===== config.mk =====
export PLATFORM = sky130hd
export DESIGN_NAME = zdr_ctrl
export DESIGN_NICKNAME = d
export VERILOG_FILES = /design/src/hw/rtl/zdr_pkg.sv /design/src/hw/rtl/zdr_ctrl.sv
export SDC_FILE = /design/constraint.sdc
export NUM_CORES = 1
export LEC_CHECK = 0
export BUFFER_PORTS_ARGS = -buffer_cell sky130_fd_sc_hd__buf_2
export CORE_ASPECT_RATIO = 0.75
export CORE_MARGIN = 4
export CORE_UTILIZATION = 35
export CTS_CLUSTER_SIZE = 25
export DETAILED_ROUTE_END_ITERATION = 16
export PLACE_DENSITY = 0.55
export SYNTH_ARGS = -nofsm -noshare
export SYNTH_HDL_FRONTEND = slang
export SYNTH_SLANG_ARGS = --single-unit

===== constraint.sdc =====
create_clock -name clk -period 6.1 [get_ports clk]
set_input_delay 0.915 -clock clk [delete_from_list [all_inputs] [get_ports clk]]
set_output_delay 0.915 -clock clk [all_outputs]
set_load 0.005 [all_outputs]

===== src/hw/rtl/zdr_pkg.sv =====
// zdr_pkg: shared types, constants and helpers of the dead reckoning update block
// used by the controller, the datapath, the register write channel and the top level
`timescale 1ns / 1ps
`default_nettype none

package zdr_pkg;

  localparam int unsigned CFG_IDX_W = 4;
  localparam int unsigned CFG_DATA_W = 24;

  localparam logic [CFG_IDX_W-1:0] REG_SAMPLE_PERIOD = 4'd0;
  localparam logic [CFG_IDX_W-1:0] REG_MIN_STEP_SPEED = 4'd1;

  localparam logic [23:0] SAMPLE_PERIOD_RST = 24'd167772;
  localparam logic [23:0] MIN_STEP_SPEED_RST = 24'd655;

  // fixed point constants
  localparam logic signed [32:0] G_Q16 = 33'sd642689;
  localparam logic signed [32:0] DEG2RAD_Q32 = 33'sd74961321;
  localparam logic signed [32:0] NUDGE_Q24 = 33'sd167772;
  localparam logic signed [16:0] ONE_G_Q12 = 17'sd4096;
  localparam logic signed [33:0] ONE_G_Q28 = 34'sd268435456;

  localparam logic [6:0] STEP_LAST = 7'd67;
  localparam logic [6:0] ROOT_FIRST = 7'd22;
  localparam logic [6:0] ROOT_LAST = 7'd53;

  typedef enum logic [5:0] {
    OP_NOP,
    OP_LOAD,
    OP_MCG0, OP_MCG1, OP_MCG2,
    OP_MID16,
    OP_MMIDT,
    OP_VEL0, OP_VEL1, OP_VEL2,
    OP_MGD,
    OP_MID8,
    OP_HEAD,
    OP_MSQ0, OP_MSQ1,
    OP_SQ_FIRST, OP_SQ_ADD,
    OP_ROOT_INIT, OP_ROOT_STEP,
    OP_STEP,
    OP_MNG0, OP_MNG1, OP_MNG2,
    OP_BIAS0, OP_BIAS1, OP_BIAS2,
    OP_ZERO,
    OP_MVT0, OP_MVT1, OP_MVT2,
    OP_POS0, OP_POS1, OP_POS2,
    OP_CAP
  } op_t;

  typedef struct packed {
    op_t op;
  } cmd_t;

  // micro-op sequence of one sample, step 0 being the load beat
  function automatic op_t seq_op(input logic [6:0] step);
    op_t op;
    op = OP_NOP;
    if (step >= ROOT_FIRST && step <= ROOT_LAST) begin
      op = OP_ROOT_STEP;
    end else begin
      case (step)
        7'd1:  op = OP_MCG0;
        7'd2:  op = OP_MID16;
        7'd3:  op = OP_MMIDT;
        7'd4:  op = OP_VEL0;
        7'd5:  op = OP_MCG1;
        7'd6:  op = OP_MID16;
        7'd7:  op = OP_MMIDT;
        7'd8:  op = OP_VEL1;
        7'd9:  op = OP_MCG2;
        7'd10: op = OP_MID16;
        7'd11: op = OP_MMIDT;
        7'd12: op = OP_VEL2;
        7'd13: op = OP_MGD;
        7'd14: op = OP_MID8;
        7'd15: op = OP_MMIDT;
        7'd16: op = OP_HEAD;
        7'd17: op = OP_MSQ0;
        7'd18: op = OP_SQ_FIRST;
        7'd19: op = OP_MSQ1;
        7'd20: op = OP_SQ_ADD;
        7'd21: op = OP_ROOT_INIT;
        7'd54: op = OP_STEP;
        7'd55: op = OP_MNG0;
        7'd56: op = OP_BIAS0;
        7'd57: op = OP_MNG1;
        7'd58: op = OP_BIAS1;
        7'd59: op = OP_MNG2;
        7'd60: op = OP_BIAS2;
        7'd61: op = OP_ZERO;
        7'd62: op = OP_MVT0;
        7'd63: op = OP_POS0;
        7'd64: op = OP_MVT1;
        7'd65: op = OP_POS1;
        7'd66: op = OP_MVT2;
        7'd67: op = OP_POS2;
        default: op = OP_NOP;
      endcase
    end
    return op;
  endfunction

  function automatic logic signed [31:0] sat32(input logic signed [39:0] v);
    logic signed [31:0] r;
    if (v > 40'sd2147483647) r = 32'sh7fffffff;
    else if (v < -40'sd2147483648) r = 32'sh80000000;
    else r = v[31:0];
    return r;
  endfunction

  function automatic logic signed [47:0] sat48(input logic signed [49:0] v);
    logic signed [47:0] r;
    if (v > 50'sd140737488355327) r = 48'sh7fffffffffff;
    else if (v < -50'sd140737488355328) r = 48'sh800000000000;
    else r = v[47:0];
    return r;
  endfunction

endpackage

`default_nettype wire


===== src/hw/rtl/zdr_ctrl.sv =====
// zdr_ctrl: sequencer stepping the datapath through one sample, plus channel handshakes
// depends on zdr_pkg
`timescale 1ns / 1ps
`default_nettype none

module zdr_ctrl (
  input  wire logic          clk,
  input  wire logic          rst_n,
  input  wire logic          in_valid,
  output logic               in_ready,
  output logic               out_valid,
  input  wire logic          out_ready,
  output zdr_pkg::cmd_t      cmd
);

  typedef enum logic [1:0] {S_IDLE, S_RUN, S_WAIT} state_t;

  state_t state_r, state_nxt;
  logic [6:0] step_r, step_nxt;
  logic out_valid_r, out_valid_nxt;

  always_comb begin
    state_nxt = state_r;
    step_nxt = step_r;
    out_valid_nxt = out_valid_r & ~out_ready;
    cmd.op = zdr_pkg::OP_NOP;
    unique case (state_r)
      S_IDLE: begin
        if (in_valid) begin
          cmd.op = zdr_pkg::OP_LOAD;
          state_nxt = S_RUN;
          step_nxt = 7'd1;
        end
      end
      S_RUN: begin
        cmd.op = zdr_pkg::seq_op(step_r);
        step_nxt = step_r + 7'd1;
        if (step_r == zdr_pkg::STEP_LAST) state_nxt = S_WAIT;
      end
      S_WAIT: begin
        // result register free or being emptied this beat
        if (!out_valid_r || out_ready) begin
          cmd.op = zdr_pkg::OP_CAP;
          out_valid_nxt = 1'b1;
          state_nxt = S_IDLE;
        end
      end
      default: state_nxt = S_IDLE;
    endcase
  end

  always_ff @(posedge clk) begin
    if (!rst_n) begin
      state_r <= S_IDLE;
      step_r <= 7'd0;
      out_valid_r <= 1'b0;
    end else begin
      state_r <= state_nxt;
      step_r <= step_nxt;
      out_valid_r <= out_valid_nxt;
    end
  end

  assign in_ready = (state_r == S_IDLE);
  assign out_valid = out_valid_r;

endmodule

`default_nettype wire


**After elaboration in Yosys (flattened, before gate mapping)**

Memories as Yosys holds them, arrays and structs flattened. A register that Yosys moved wholly into a read port is not among the register bits.
Index checks and enable logic that the tools add are counted.

- Reduce and logical (&&, ||, !) cells: 7
- Equality and inequality tests: 6
- $lt $le $gt $ge: 2
- Multiplexer cells: 14
- $add $sub $neg: 1
- Bitwise gates (word level): 2

Operator list:

| operator | number |
|---|---|
| 7-bit two-way mux | 3 |
| 6-bit one-hot mux with 3 select lines | 1 |
| 7-bit one-hot mux with 2 select lines | 1 |
| 6-bit two-way mux | 2 |
| 7-bit by 1-bit adder with 7-bit output, second input constant | 1 |
| 7-bit == test, second input constant | 1 |
| 7-bit by 5-bit greater-or-equal comparator with 1-bit output, second input constant | 1 |
| 7-bit by 6-bit less-or-equal comparator with 1-bit output, second input constant | 1 |
| 2-bit two-way mux | 3 |
| 2-bit != test, second input constant | 3 |
| 2-bit one-hot mux with 3 select lines | 1 |
| 1-bit two-way mux | 3 |
| 3-bit AND reduction | 1 |
| 2-bit by 1-bit == test with 1-bit output, second input constant | 1 |
| 2-bit == test, second input constant | 1 |
| 2-bit logical NOT | 1 |
| 2-bit AND reduction | 1 |
| 2-bit nonzero test | 1 |
| 1-bit bitwise AND | 1 |
| 1-bit logical AND | 1 |
| 1-bit logical NOT | 1 |
| 1-bit logical OR | 1 |
| 1-bit inverter | 1 |

- Memories: 1
- Logic and storage cells: 36
- Memory bits (read-only): 768
- Flip-flop bits (word level): 10
- Input port bits: 4

Memory list:

| name | words | bits a word | rd ports | clocked after memory_dff | wr ports | RTL line | source |
|---|---|---|---|---|---|---|---|
| (no name shown) | 128 | 6 | 1 | 1 | 0 | zdr_pkg.sv:61 | `case (step)` |

**Logic depth before layout (Yosys ltp)**

- Depth in word-level cells: 5
- Mapped depth: 12

**Worst setup path before layout**

No wires, ideal clock.

- Path type: in2reg
- Start: in in_valid
- End: reg (tool-made name)
- Path buffers: 0
- Stages on the path: 9
- Setup slack: 3.365 ns
- Arrival time: 2.602 ns
- Cell sequence: o21ba_2 > o22ai_1 > nand2_1 > inv_1 > ha_1 > nor2_1 > mux4_2 > nand4_1 > o221ai_1

RTL lines:

| what | RTL line | source |
|---|---|---|
| start, declared | zdr_ctrl.sv:9 | `input wire logic in_valid,` |

==> impl_metrics.ini <==
[outcome]
status = finished, final reports clean

[yosys]
synth-simple-area-share_pct = 29.1
synth_flop_cell = dfxtp_1
yosys_warnings = 0
synth_top_family_by_area = simple AND/OR/NAND/NOR gates
synth_seq_cells = 16
syn_nets = 180
synth_area_leader_cell = dfxtp_1
syn_inst = 167
async_reset_ff_share_pct = 0
synth_xor_area_share_pct = 0.637
avgSynthCellArea_um2 = 8.23
ys_seq_area_share_pct = 23.3
synth_edf_count = 0
synth_top_area_share_pct = 23.3
yosysUniqueCellTypes = 56
synth-compound-area-share_pct = 26.3
synthMuxAreaShare_pct = 2.37
synthTopCellsByArea = dfxtp_1, ha_1, inv_1, nand2_1, nor2_1
synth_fa_ha_area_share_pct = 8.19
netlist_area_mm2 = 0.00138

[clock_tree]
cts-resized-gates = 0
clk-insertion-delay-late_ps = 240
post-cts-setup-buffer-count = 0
cts_tree = built
cts_hold_buf = 0
path_clk_slew_ps = 60
cts-root-buf = clkbuf_8
clock_sinks = 16
cts_made_buffers = 3
cts_buffer_depth = 2
htreeDepth = 1

[place]
dp_slack_ps = 2900
io_buffers = 11
dp_hpwl_mm = 2.67
dpl_cell_area_mm2 = 0.00143
place.gp.congestion = 0.831

[die]
core_mm2 = 0.00373
die-area_mm2 = 0.00501
fp.dieW_um = 80.4
ios = 12
die_y_um = 62.3
rows = 19
start_util_pct = 36.8

[sta]
worst_slack_ps = 3130
post-route-min-period_ps = 2970
fin_tns_setup_ps = 0
setup_viol = 0
report.final.slew_viol_count = 0
hold_viol = 0
fin_crit_sh_pct = 48.7
fin_worst_skew_ps = 3.06
fmax_mhz = 336
slew_headroom_pct = 55.2
rsz0062_at_grt = false
worst_slew_pin_slew_ps = 672

[setup_path]
critical_path_class = flop to output pin
crit_arrival_ps = 2060
cp-start-kind = flop
crit_required_ps = 5180
crit_path_max_fanout = 8
end_kind = output pin

[finish]
fin_nets = 189
final_common_cell = inv_1
antenna_cells = 0
drive_above_1_share_pct = 18.4
finalInstanceArea_mm2 = 0.00147
area_growth_pct = 7.19
final_cell_mix = inv_1, nand2_1, nor2_1, dfxtp_1, buf_2

[grt]
grt_pass1_wl_mm = 5.87
met3_usage_pct = 1.73
grt-busiest-layer = met2
grt_antenna_before_repair = 0
overflow = 0
grt_usage_pct = 14.7
met1_usage_pct = 21.7
grt_max_degree = 13
grt_pass1_vias = 1174
met2_usage_pct = 21.8

[routing]
dr.pass1.iters = 4
viasPerCell = 5.35
vias = 1209
ant_nets = 0
wl_per_cell_um = 15.1
drtIter0Drc = 154
drc = 0
wl_mm = 3.42

[run]
drv_cap = 0

[pwr]
power_leakage_nw = 0.647
cellPowerDensity_mw_per_mm2 = 153
vdd_drop_max_mv = 0.0785

[min_path]
min_path_type = flop to flop
## kinds of logic after synthesis
family                     count (synthesis)
adders and majority gates                  9
and+or+nand+nor                           70
buffers and inverters                     26
AOI/OAI and AO/OA                         43
xor gates and xnor gates                   1
DFF                                       16
muxes                                      2
## final cells by class
cell class	count	area, µm²
Timing Repair Buffer	11	55.1
Tap cell	52	65.1
Fill cell	389	2260
Sequential cell	16	320
Multi-Input combinational cell	125	916
Clock buffer	3	41.3
Inverter	19	76.3
## report_power, final
part	leakage, nW	internal (mW)	switching, mW
clock	0.0216	0.0437	0.0325
combinational	0.496	0.0148	0.0233
sequential	0.130	0.107	0.00378
total	0.647	0.166	0.0596
## path summary, 6_finish.rpt
| path | endpoint | depth (start not counted) | slack [ps] | start |
|---|---|---|---|---|
| worst min-delay path | out_valid | 2 | 530 | out_valid |
| worst min register to register | out_valid | 2 | 530 | out_valid |
| worst max-delay path | cmd[0] | 7 | 3130 | step_r[0] |
| worst max register to register | flop | 10 | 3330 | step_r[0] |
## routing by layer
metal	vias to the layer above	routed length, µm
met3	4	125
met5	-	0
met2	24	1560
met4	0	53
met1	565	1680
li1	616	-
## cells in the mapped netlist (2+ instances only)
cell type,number
a21oi_1,5
nor3_1,3
o2111ai_1,2
nand2b_4,2
or2_2,2
o21ai_0,6
and3_1,4
o211ai_2,2
buf_2,2
nor2b_1,2
a32oi_1,2
nand3b_1,2
nand3_1,7
nor2_1,16
o211ai_1,3
inv_1,18
dfxtp_1,16
o221ai_1,3
ha_1,9
buf_6,4
nand2_1,17
and2_1,4
a21o_1,3
## stage by stage
| stage | util [%] | hold slack, ps | cells | power, mW |
|---|---|---|---|---|
| 2_1_floorplan | - | 510 | 167 | 0.143 |
| 3_3_place_gp | 38.4 | 509 | 223 | 0.150 |
| 3_5_place_dp | 38.4 | 519 | 223 | 0.151 |
| 4_1_cts | 39.5 | 528 | 226 | 0.227 |
| 5_1_grt | 39.5 | 554 | 226 | 0.237 |
| 6_report | 39.5 | 526 | 226 | 0.226 |
## critical path: stages (launching register included)
cell	delay, ps
dfxtp_1	380
or2_2	310
a31oi_1	170
o21ai_0	90
a21oi_1	430
a2bb2oi_1	200
o21ai_0	90
buf_2	140
Note: power is estimated with default switching activity, not from simulation.
